### config.mk
export PLATFORM = sky130hd
export DESIGN_NAME = bct_ctrl
export DESIGN_NICKNAME = d
export VERILOG_FILES = /design/src/bct_pkg.sv /design/src/bct_ctrl.sv
export SDC_FILE = /design/constraint.sdc
export NUM_CORES = 1
export LEC_CHECK = 0
export BUFFER_PORTS_ARGS = -buffer_cell sky130_fd_sc_hd__buf_2
export CAP_MARGIN = 20
export CORE_MARGIN = 1
export CORE_UTILIZATION = 60
export CTS_CLUSTER_SIZE = 16
export DETAILED_ROUTE_END_ITERATION = 7
export HOLD_SLACK_MARGIN = 0.06
export PLACE_DENSITY = 0.93
export SLEW_MARGIN = 20
export SYNTH_ARGS = -nofsm -noshare
export SYNTH_HDL_FRONTEND = slang
export SYNTH_SLANG_ARGS = --single-unit
export TNS_END_PERCENT = 20
### constraint.sdc
create_clock -name clk -period 3.9 [get_ports clk]
set_clock_uncertainty 0.15 [all_clocks]
set_input_delay 0.195 -clock clk [delete_from_list [all_inputs] [get_ports clk]]
set_output_delay 0.195 -clock clk [all_outputs]
set_load 0.1 [all_outputs]
### src/bct_pkg.sv
// ----------------------------------------------------------------------------
// bct_pkg
// Shared types, constants and control structs of the Bezier curve tessellator.
// ----------------------------------------------------------------------------
package bct_pkg;

	// coordinate and parameter widths
	localparam int COORD_W   = 32;
	localparam int STEP_W    = 17;
	localparam int T_W       = 18;
	localparam int HELD_W    = 3;
	localparam int LVL_W     = 2;
	localparam int RES_CNT_W = 6;
	localparam int LANES     = 3;

	// defaults and limits
	localparam int MAX_CONTROL_POINTS_DEF = 4;
	localparam int RESULT_LIMIT           = 64;

	localparam logic [T_W-1:0]    ONE_Q16      = T_W'(65536);
	localparam logic [STEP_W-1:0] STEP_RESET   = STEP_W'(4096);
	localparam logic [HELD_W-1:0] HELD_SAT     = HELD_W'(7);
	localparam logic [HELD_W-1:0] CUBIC_POINTS = HELD_W'(4);
	localparam logic [HELD_W-1:0] MIN_POINTS   = HELD_W'(2);

	typedef logic signed [COORD_W-1:0] coord_t;

	// controller to datapath commands
	typedef struct packed {
		logic cfg_wr;
		logic store_pt;
		logic load_w;
		logic lerp_cap;
		logic lerp_mul;
		logic lerp_wb;
		logic drop;
		logic t_clear;
		logic t_step;
		logic out_load;
		logic out_last;
		logic out_bad;
	} bct_cmd_t;

	// datapath to controller status
	typedef struct packed {
		logic t_next_le_one;
		logic t_next_lt_one;
	} bct_status_t;

endpackage

### src/bct_ctrl.sv
// ----------------------------------------------------------------------------
// bct_ctrl
// Controller: collects the point count, sequences the interpolation levels
// for each parameter value and drives the output handshake.
// ----------------------------------------------------------------------------
module bct_ctrl #(
	parameter int MAX_CONTROL_POINTS = bct_pkg::MAX_CONTROL_POINTS_DEF
) (
	input  logic                                   clk,
	input  logic                                   arst_n,
	input  logic                                   in_valid,
	output logic                                   in_ready,
	input  logic                                   last_of_set,
	output logic                                   out_valid,
	input  logic                                   out_ready,
	input  logic                                   cfg_valid,
	output logic                                   cfg_ready,
	input  bct_pkg::bct_status_t                   status,
	output bct_pkg::bct_cmd_t                      cmd,
	output logic [$clog2(MAX_CONTROL_POINTS)-1:0]  wr_idx
);
	import bct_pkg::*;

	localparam int IDX_W = $clog2(MAX_CONTROL_POINTS);
	localparam logic [HELD_W-1:0] MAX_HELD = HELD_W'(MAX_CONTROL_POINTS);

	typedef enum logic [2:0] {
		S_IDLE,
		S_BAD,
		S_LOAD,
		S_CAP,
		S_MUL,
		S_WB,
		S_DROP,
		S_EMIT
	} state_t;

	state_t                 state_q;
	logic [HELD_W-1:0]      held_q;
	logic [HELD_W-1:0]      held_nxt;
	logic [HELD_W-1:0]      n_q;
	logic [HELD_W-1:0]      drop_q;
	logic [LVL_W-1:0]       lvl_q;
	logic [LVL_W-1:0]       i_q;
	logic [RES_CNT_W-1:0]   cnt_q;
	logic                   cubic_q;
	logic                   out_valid_q;
	logic                   in_acc;
	logic                   out_free;
	logic                   emit_last;
	logic                   set_bad;

	assign in_ready  = (state_q == S_IDLE);
	assign cfg_ready = 1'b1;
	assign out_valid = out_valid_q;
	assign in_acc    = in_valid && in_ready;
	assign out_free  = !out_valid_q || out_ready;
	assign wr_idx    = held_q[IDX_W-1:0];

	// saturating count of points in the current set
	assign held_nxt = (held_q < HELD_SAT) ? held_q + HELD_W'(1) : held_q;
	assign set_bad  = (held_nxt < MIN_POINTS) || (held_nxt > MAX_HELD);

	// final result of a run: limit reached or next parameter out of range
	assign emit_last = (cnt_q == RES_CNT_W'(RESULT_LIMIT - 1))
		|| !(cubic_q ? status.t_next_lt_one : status.t_next_le_one);

	// command decode
	always_comb begin
		cmd        = '0;
		cmd.cfg_wr = cfg_valid && cfg_ready;
		case (state_q)
			S_IDLE: begin
				cmd.store_pt = in_acc && (held_q < MAX_HELD);
				cmd.t_clear  = in_acc;
			end
			S_BAD: begin
				cmd.out_load = out_free;
				cmd.out_last = 1'b1;
				cmd.out_bad  = 1'b1;
			end
			S_LOAD: cmd.load_w   = 1'b1;
			S_CAP:  cmd.lerp_cap = 1'b1;
			S_MUL:  cmd.lerp_mul = 1'b1;
			S_WB:   cmd.lerp_wb  = 1'b1;
			S_DROP: cmd.drop     = 1'b1;
			S_EMIT: begin
				cmd.out_load = out_free;
				cmd.out_last = emit_last;
				cmd.t_step   = out_free && !emit_last;
			end
			default: cmd = '0;
		endcase
	end

	// state, counters and output valid
	always_ff @(posedge clk or negedge arst_n) begin
		if (!arst_n) begin
			state_q     <= S_IDLE;
			held_q      <= '0;
			n_q         <= '0;
			drop_q      <= '0;
			lvl_q       <= '0;
			i_q         <= '0;
			cnt_q       <= '0;
			cubic_q     <= 1'b0;
			out_valid_q <= 1'b0;
		end else begin
			out_valid_q <= (out_valid_q && !out_ready) || cmd.out_load;
			case (state_q)
				S_IDLE: begin
					if (in_acc) begin
						if (last_of_set) begin
							held_q  <= '0;
							n_q     <= held_nxt;
							cubic_q <= (held_nxt == CUBIC_POINTS);
							cnt_q   <= '0;
							state_q <= set_bad ? S_BAD : S_LOAD;
						end else begin
							held_q <= held_nxt;
						end
					end
				end
				S_BAD: begin
					if (out_free) begin
						state_q <= S_IDLE;
					end
				end
				S_LOAD: begin
					lvl_q   <= LVL_W'(n_q - HELD_W'(1));
					i_q     <= '0;
					state_q <= S_CAP;
				end
				S_CAP: state_q <= S_MUL;
				S_MUL: state_q <= S_WB;
				S_WB: begin
					if (i_q == lvl_q - LVL_W'(1)) begin
						if (lvl_q == LVL_W'(1)) begin
							state_q <= S_EMIT;
						end else begin
							// realign the new level at the queue head
							drop_q  <= MAX_HELD - HELD_W'(lvl_q);
							lvl_q   <= lvl_q - LVL_W'(1);
							i_q     <= '0;
							state_q <= S_DROP;
						end
					end else begin
						i_q     <= i_q + LVL_W'(1);
						state_q <= S_CAP;
					end
				end
				S_DROP: begin
					drop_q <= drop_q - HELD_W'(1);
					if (drop_q == HELD_W'(1)) begin
						state_q <= S_CAP;
					end
				end
				S_EMIT: begin
					if (out_free) begin
						if (emit_last) begin
							state_q <= S_IDLE;
						end else begin
							cnt_q   <= cnt_q + RES_CNT_W'(1);
							state_q <= S_LOAD;
						end
					end
				end
				default: state_q <= S_IDLE;
			endcase
		end
	end

endmodule

== Word level (Yosys, flattened, before mapping) ==
Cells that the tools add are included.

* Bits of input ports: 8
* Bits in registers: 23

* Muxes and demuxes: 37
* Equal/unequal tests: 21
* Add/sub/neg operators: 7
* Reduce and logical (&&, ||, !) cells: 23
* $lt $le $gt $ge: 4

{| class="wikitable"
|+ Operators with widths
! operator !! number
|-
| two-way mux 3 bit || 10
|-
| two-way mux 6 bit || 4
|-
| one-hot mux 3 bit (8 select lines) || 1
|-
| equality test 3 bit (second input constant) || 5
|-
| two-way mux 2 bit || 6
|-
| inequality test 2 bit (second input constant) || 6
|-
| one-hot mux 2 bit (2 select lines) || 3
|-
| one-hot mux 6 bit (2 select lines) || 1
|-
| two-way mux 1 bit || 11
|-
| AND reduction 5 bit || 2
|-
| AND reduction 3 bit || 3
|-
| adder 6 x 1 -> 6 bit (second input constant) || 1
|-
| equality test 3 x 1 -> 1 bit (second input constant) || 2
|-
| equality test 3 x 2 -> 1 bit (second input constant) || 2
|-
| equality test 6 bit (second input constant) || 1
|-
| less-than comparator 3 bit (second input constant) || 2
|-
| one-hot mux 3 bit (2 select lines) || 1
|-
| nonzero test 2 bit || 3
|-
| logical AND 1 bit || 4
|-
| logical NOT 1 bit || 4
|-
| logical OR 1 bit || 4
|-
| inequality test 2 x 1 -> 1 bit (second input constant) || 2
|-
| AND reduction 2 bit || 2
|-
| subtractor 2 x 1 -> 2 bit (second input constant) || 2
|-
| 10 further kinds || 10
|}

== Longest topological paths before layout ==
* Depth in word-level cells: 8
* Depth in mapped cells: 7

== Worst setup path before layout ==
OpenSTA, ideal clock, no wires.

* Path kind: flip-flop to output port
* Start point: register state_q[2]
* End point: output port cmd[10] (netlist name)
* Arrival: 4,432 ps
* Stages on the path, launching flop included: 5
* Path buffers: 1
* Setup slack: -877 ps
* Cells stage by stage: dfrtp_1 buf_2 nor3_1 nand2_1 nor2_1

{| class="wikitable"
|+ RTL lines
! what !! RTL line !! text
|-
| start, declared || bct_ctrl.sv:38 || <nowiki>state_t state_q;</nowiki>
|-
| start signal, assigned || bct_ctrl.sv:118 || <nowiki>state_q <= set_bad ? S_BAD : S_LOAD;</nowiki>
|-
| end, declared || bct_ctrl.sv:19 || <nowiki>output bct_pkg::bct_cmd_t cmd,</nowiki>
|}

==> results by stage <==
Critical path:
- The largest stage delay on the critical path is 0.66 ns.
- The worst setup path is captured at a primary output.
- The data required time of the critical path is 3.56 ns.
- The critical path launch point type is a flop.
- Traced cell by cell, the critical path runs through nand3_1, a2111oi_4, buf_2.
- The setup path with the least slack is of type flop to primary output.
- The slowest cell on the critical path is sky130_fd_sc_hd__dfrtp_1.
- The top fanout value on the critical path is 15.
- The number of buffers and inverters on the critical path is 1.
- The category of cells accounting for the largest share of critical-path delay is flip-flops.
- For the worst setup path, the data arrival time is 2.44 ns.

Drt:
- The remaining antenna violation count after routing is 0.
- The mean number of vias per cell is 6.09.
- After detailed routing, the number of remaining DRC violations is 0.
- The final route contains 1,340 vias.
- After detailed routing, the total wire length is 3.28 mm.
- The final routed wire length divided by cell count is 14.9 microns.
- The iteration-0 DRC count of the detailed router is 65.
- The number of iterations in the first detailed-routing pass is 4.

Hold path:
- The tightest min-delay check is of the input pin to flop type.

Synth:
- The largest total area in the synthesized netlist belongs to sky130_fd_sc_hd__dfrtp_1.
- Of the total synthesized cell area, the portion taken by full adders, half adders and majority gates is 0.0491.
- After synthesis, the largest family of logic cells by area is compound AO/OA/AOI/OAI gates.
- The count of state elements after synthesis is 23.
- The sequential share of the synthesized area is 0.376.
- The net count of the mapped netlist is 188.
- The number of different library cells used by synthesis comes to 47.
- The parity-gate share of the synthesized area counting xor and xnor cells is 0.0286.
- Of the total synthesized cell area, the portion taken by AND, OR, NAND and NOR gates is 0.214.
- Dividing the synthesized area by the synthesized cell count gives 8.79 sq um.
- For this run, asynchronously set or reset flops after synthesis account for 1.00.
- Of the post-synthesis cell area, the dominant cell type holds 0.376.
- The multiplexer area fraction after synthesis is 0.0343.
- After synthesis, the cell types taking the most area are sky130_fd_sc_hd__dfrtp_1, sky130_fd_sc_hd__ha_1, sky130_fd_sc_hd__nand2_1, sky130_fd_sc_hd__a21oi_1, sky130_fd_sc_hd__o21ai_0.
- In the synthesized netlist the dominant register cell turns out to be sky130_fd_sc_hd__dfrtp_1.
- The synthesized design contains 0 enable-type register cells.
- The number of warnings reported in the yosys synthesis log is 0.
- The compound-gate portion of the synthesized area came to 0.222.
- Summing every instance area after synthesis gives 1530 sq um.
- Synthesis produced 174 cells.

Die:
- The total area inside the core boundary comes to 2300 sq um.
- The number of primary I/O pins is 25.
- The initial utilization of the core area, before any placement, comes to 0.666.
- After floorplanning, the core was divided into 17 placement rows.
- Measured along the y axis, the die boundary spans 52.5 microns.
- The die boundary width is 52.5 microns.
- The area of the die is 2760 sq um.

GRT:
- The global routing usage on met2 is 0.489.
- For met3 alone, demand over resource in global routing was 0.0348.
- For this run, the total global-route usage over all layers was measured as 0.281.
- The first-pass GRT wire length is 5.67 mm.
- The met1 demand-to-capacity share in global routing is 0.356.
- The pin count of the biggest net entering global routing is 24.
- Global routing finished with a remaining overflow of 0.
- The initial antenna violation count was 0.
- The number of global-route vias before repair was 1,284.
- The global routing stage identified its most utilized layer as met2.

Clocking:
- The number of H-tree levels is 1.
- The clock latency of the later-clocked register in the worst-skew pair is 0.32 ns.
- Counting every sink on the clock net gives 23.
- The master cell of the clock root buffer is sky130_fd_sc_hd__clkbuf_4.
- No sink is reached through more buffers than the 2 on the longest clock path.
- The number of buffers created by CTS is 3.
- The clock tree from TritonCTS is built.
- The register clock-pin slew on the reported worst setup and hold paths is 0.13 ns.
- The number of instances resized during post-cts repair is 0.

Timing:
- Counting I/O delays and the setup requirement, the final critical path takes 2.79 ns.
- The period utilization is 0.715.
- The worst slew margin relative to its limit is 0.648.
- The max-slew violation total from the final report is 0.
- Static timing analysis puts the maximum clock frequency at 359 MHz.
- Setup repair after global routing left no endpoint under its margin.
- Setup violations remaining at the end of the flow were counted as 0.
- At the pin with the least slew margin, the transition time is 0.529 ns.
- The count of endpoints failing hold in the final timing report is 0.
- The final-layout setup total negative slack is 0 ns.

Placed design:
- Once detailed placement completed, the half-perimeter wirelength came to 2.43 mm.
- The total of buffers placed on input and output ports is 21.
- In this run, placement finished with an instance count of 213.
- Routability-driven placement finished with a final weighted congestion of 0.885.

Finish:
- Counting the fill cells in the layout gives 180.
- The final standard cell count with taps included and fillers excluded is 220.
- The area growth from synthesis to layout is 9.08%.
- In the layout the commonest cells are sky130_fd_sc_hd__dfrtp_1, sky130_fd_sc_hd__buf_2, sky130_fd_sc_hd__nand2_1.
- Of the cells placed in the final design, the portion with a size suffix greater than 1 is 0.182.
- After the last flow step, the layout net total stands at 207.
- 0 antenna diodes ended up in the layout.
- In the final layout, the multi-input gates occupy 847 sq um.
- The commonest non-fill, non-tap cell in the layout is sky130_fd_sc_hd__dfrtp_1.
- The sequential cell area is 576 sq um.

Status:
- The run finished with clean final reports.

Run:
- The max-capacitance violation count is 0.
-- flip-flops by register name (all words and copies together), names as in the netlist, 2 cells and up --
signal and count:
state_q 3, n_q 2, lvl_q 2, held_q 3, drop_q 3, cnt_q 6, i_q 2
-- routing by layer --
layer | share of wire | wire [microns] | vias to the layer above
met1 | 0.43 | 1410 | 639
li1 | - | - | 655
met2 | 0.52 | 1700 | 39
met5 | 0 | 0 | -
met4 | 0.018 | 58 | 0
met3 | 0.037 | 120 | 7
-- per-stage QoR --
step                      worst slack [ns]   util  hold WS (ns)  cell area [sq um]
after global placement                1.62  0.702        0.0406               1610
after floorplan                      0.175      -        -0.251               1540
after global routing                 0.990  0.727         0.104               1670
after detailed placement              1.52  0.702        0.0491               1610
final                                 1.11  0.727        0.0816               1670
after CTS                             1.14  0.727        0.0896               1670
-- cell usage after synthesis, types with 3 or more instances --
cell                       instances
sky130_fd_sc_hd__nand3b_1          6
sky130_fd_sc_hd__ha_1              6
sky130_fd_sc_hd__o21a_1            4
sky130_fd_sc_hd__o21ai_0          12
sky130_fd_sc_hd__nand3_1           6
sky130_fd_sc_hd__mux2i_1           3
sky130_fd_sc_hd__buf_4             4
sky130_fd_sc_hd__nand2b_1          4
sky130_fd_sc_hd__nand2_1          17
sky130_fd_sc_hd__a21oi_1          12
sky130_fd_sc_hd__nor3_1            6
sky130_fd_sc_hd__dfrtp_1          23
sky130_fd_sc_hd__buf_2             3
sky130_fd_sc_hd__nor2_1           13
sky130_fd_sc_hd__xnor2_1           3
sky130_fd_sc_hd__inv_1            13
-- worst min-delay path, cell delays in order --
cell,delay [ns]
sky130_fd_sc_hd__buf_2,0.11
sky130_fd_sc_hd__nand2_1,0.13
sky130_fd_sc_hd__o31ai_1,0.09
-- worst paths after layout --
path	depth (start not counted)	start	endpoint	slack [ns]
setup / recovery	3	state_q[1]	cmd[3]	1.11
hold / removal	3	in_valid	held_q[1]	0.08
setup reg to reg	5	held_q[0]	state_q[1]	1.48
hold reg to reg	1	i_q[1]	i_q[1]	0.35
max in group asynchronous	2	arst_n	drop_q[0]	3.03
min in group asynchronous	2	arst_n	cnt_q[2]	0.22
-- area by class of cell --
class,instances,share of cell area
sequential,23,0.345
inverter,13,0.0292
clock buffer,3,0.0135
tap,28,0.0210
clock inverter,1,0.00300
timing repair buffer,24,0.0810
multi-input combinational,128,0.507
-- cells by family after synthesis --
group | Yosys count
adder cells (fa/ha/maj) | 6
XOR/XNOR | 5
multiplexers | 5
buffers and inverters | 23
other | 1
AO/OA/AOI/OAI | 48
AND/OR/NAND/NOR | 63
flip-flops | 23
-- repair_timing --
item,4_1_cts,5_1_grt
hold buffers,3,0
endpoints found under the hold margin,27,0
setup buffers,0,0
Power is not shown: default switching activity piles up to over one toggle a cycle in this logic, so the estimate is an artifact.
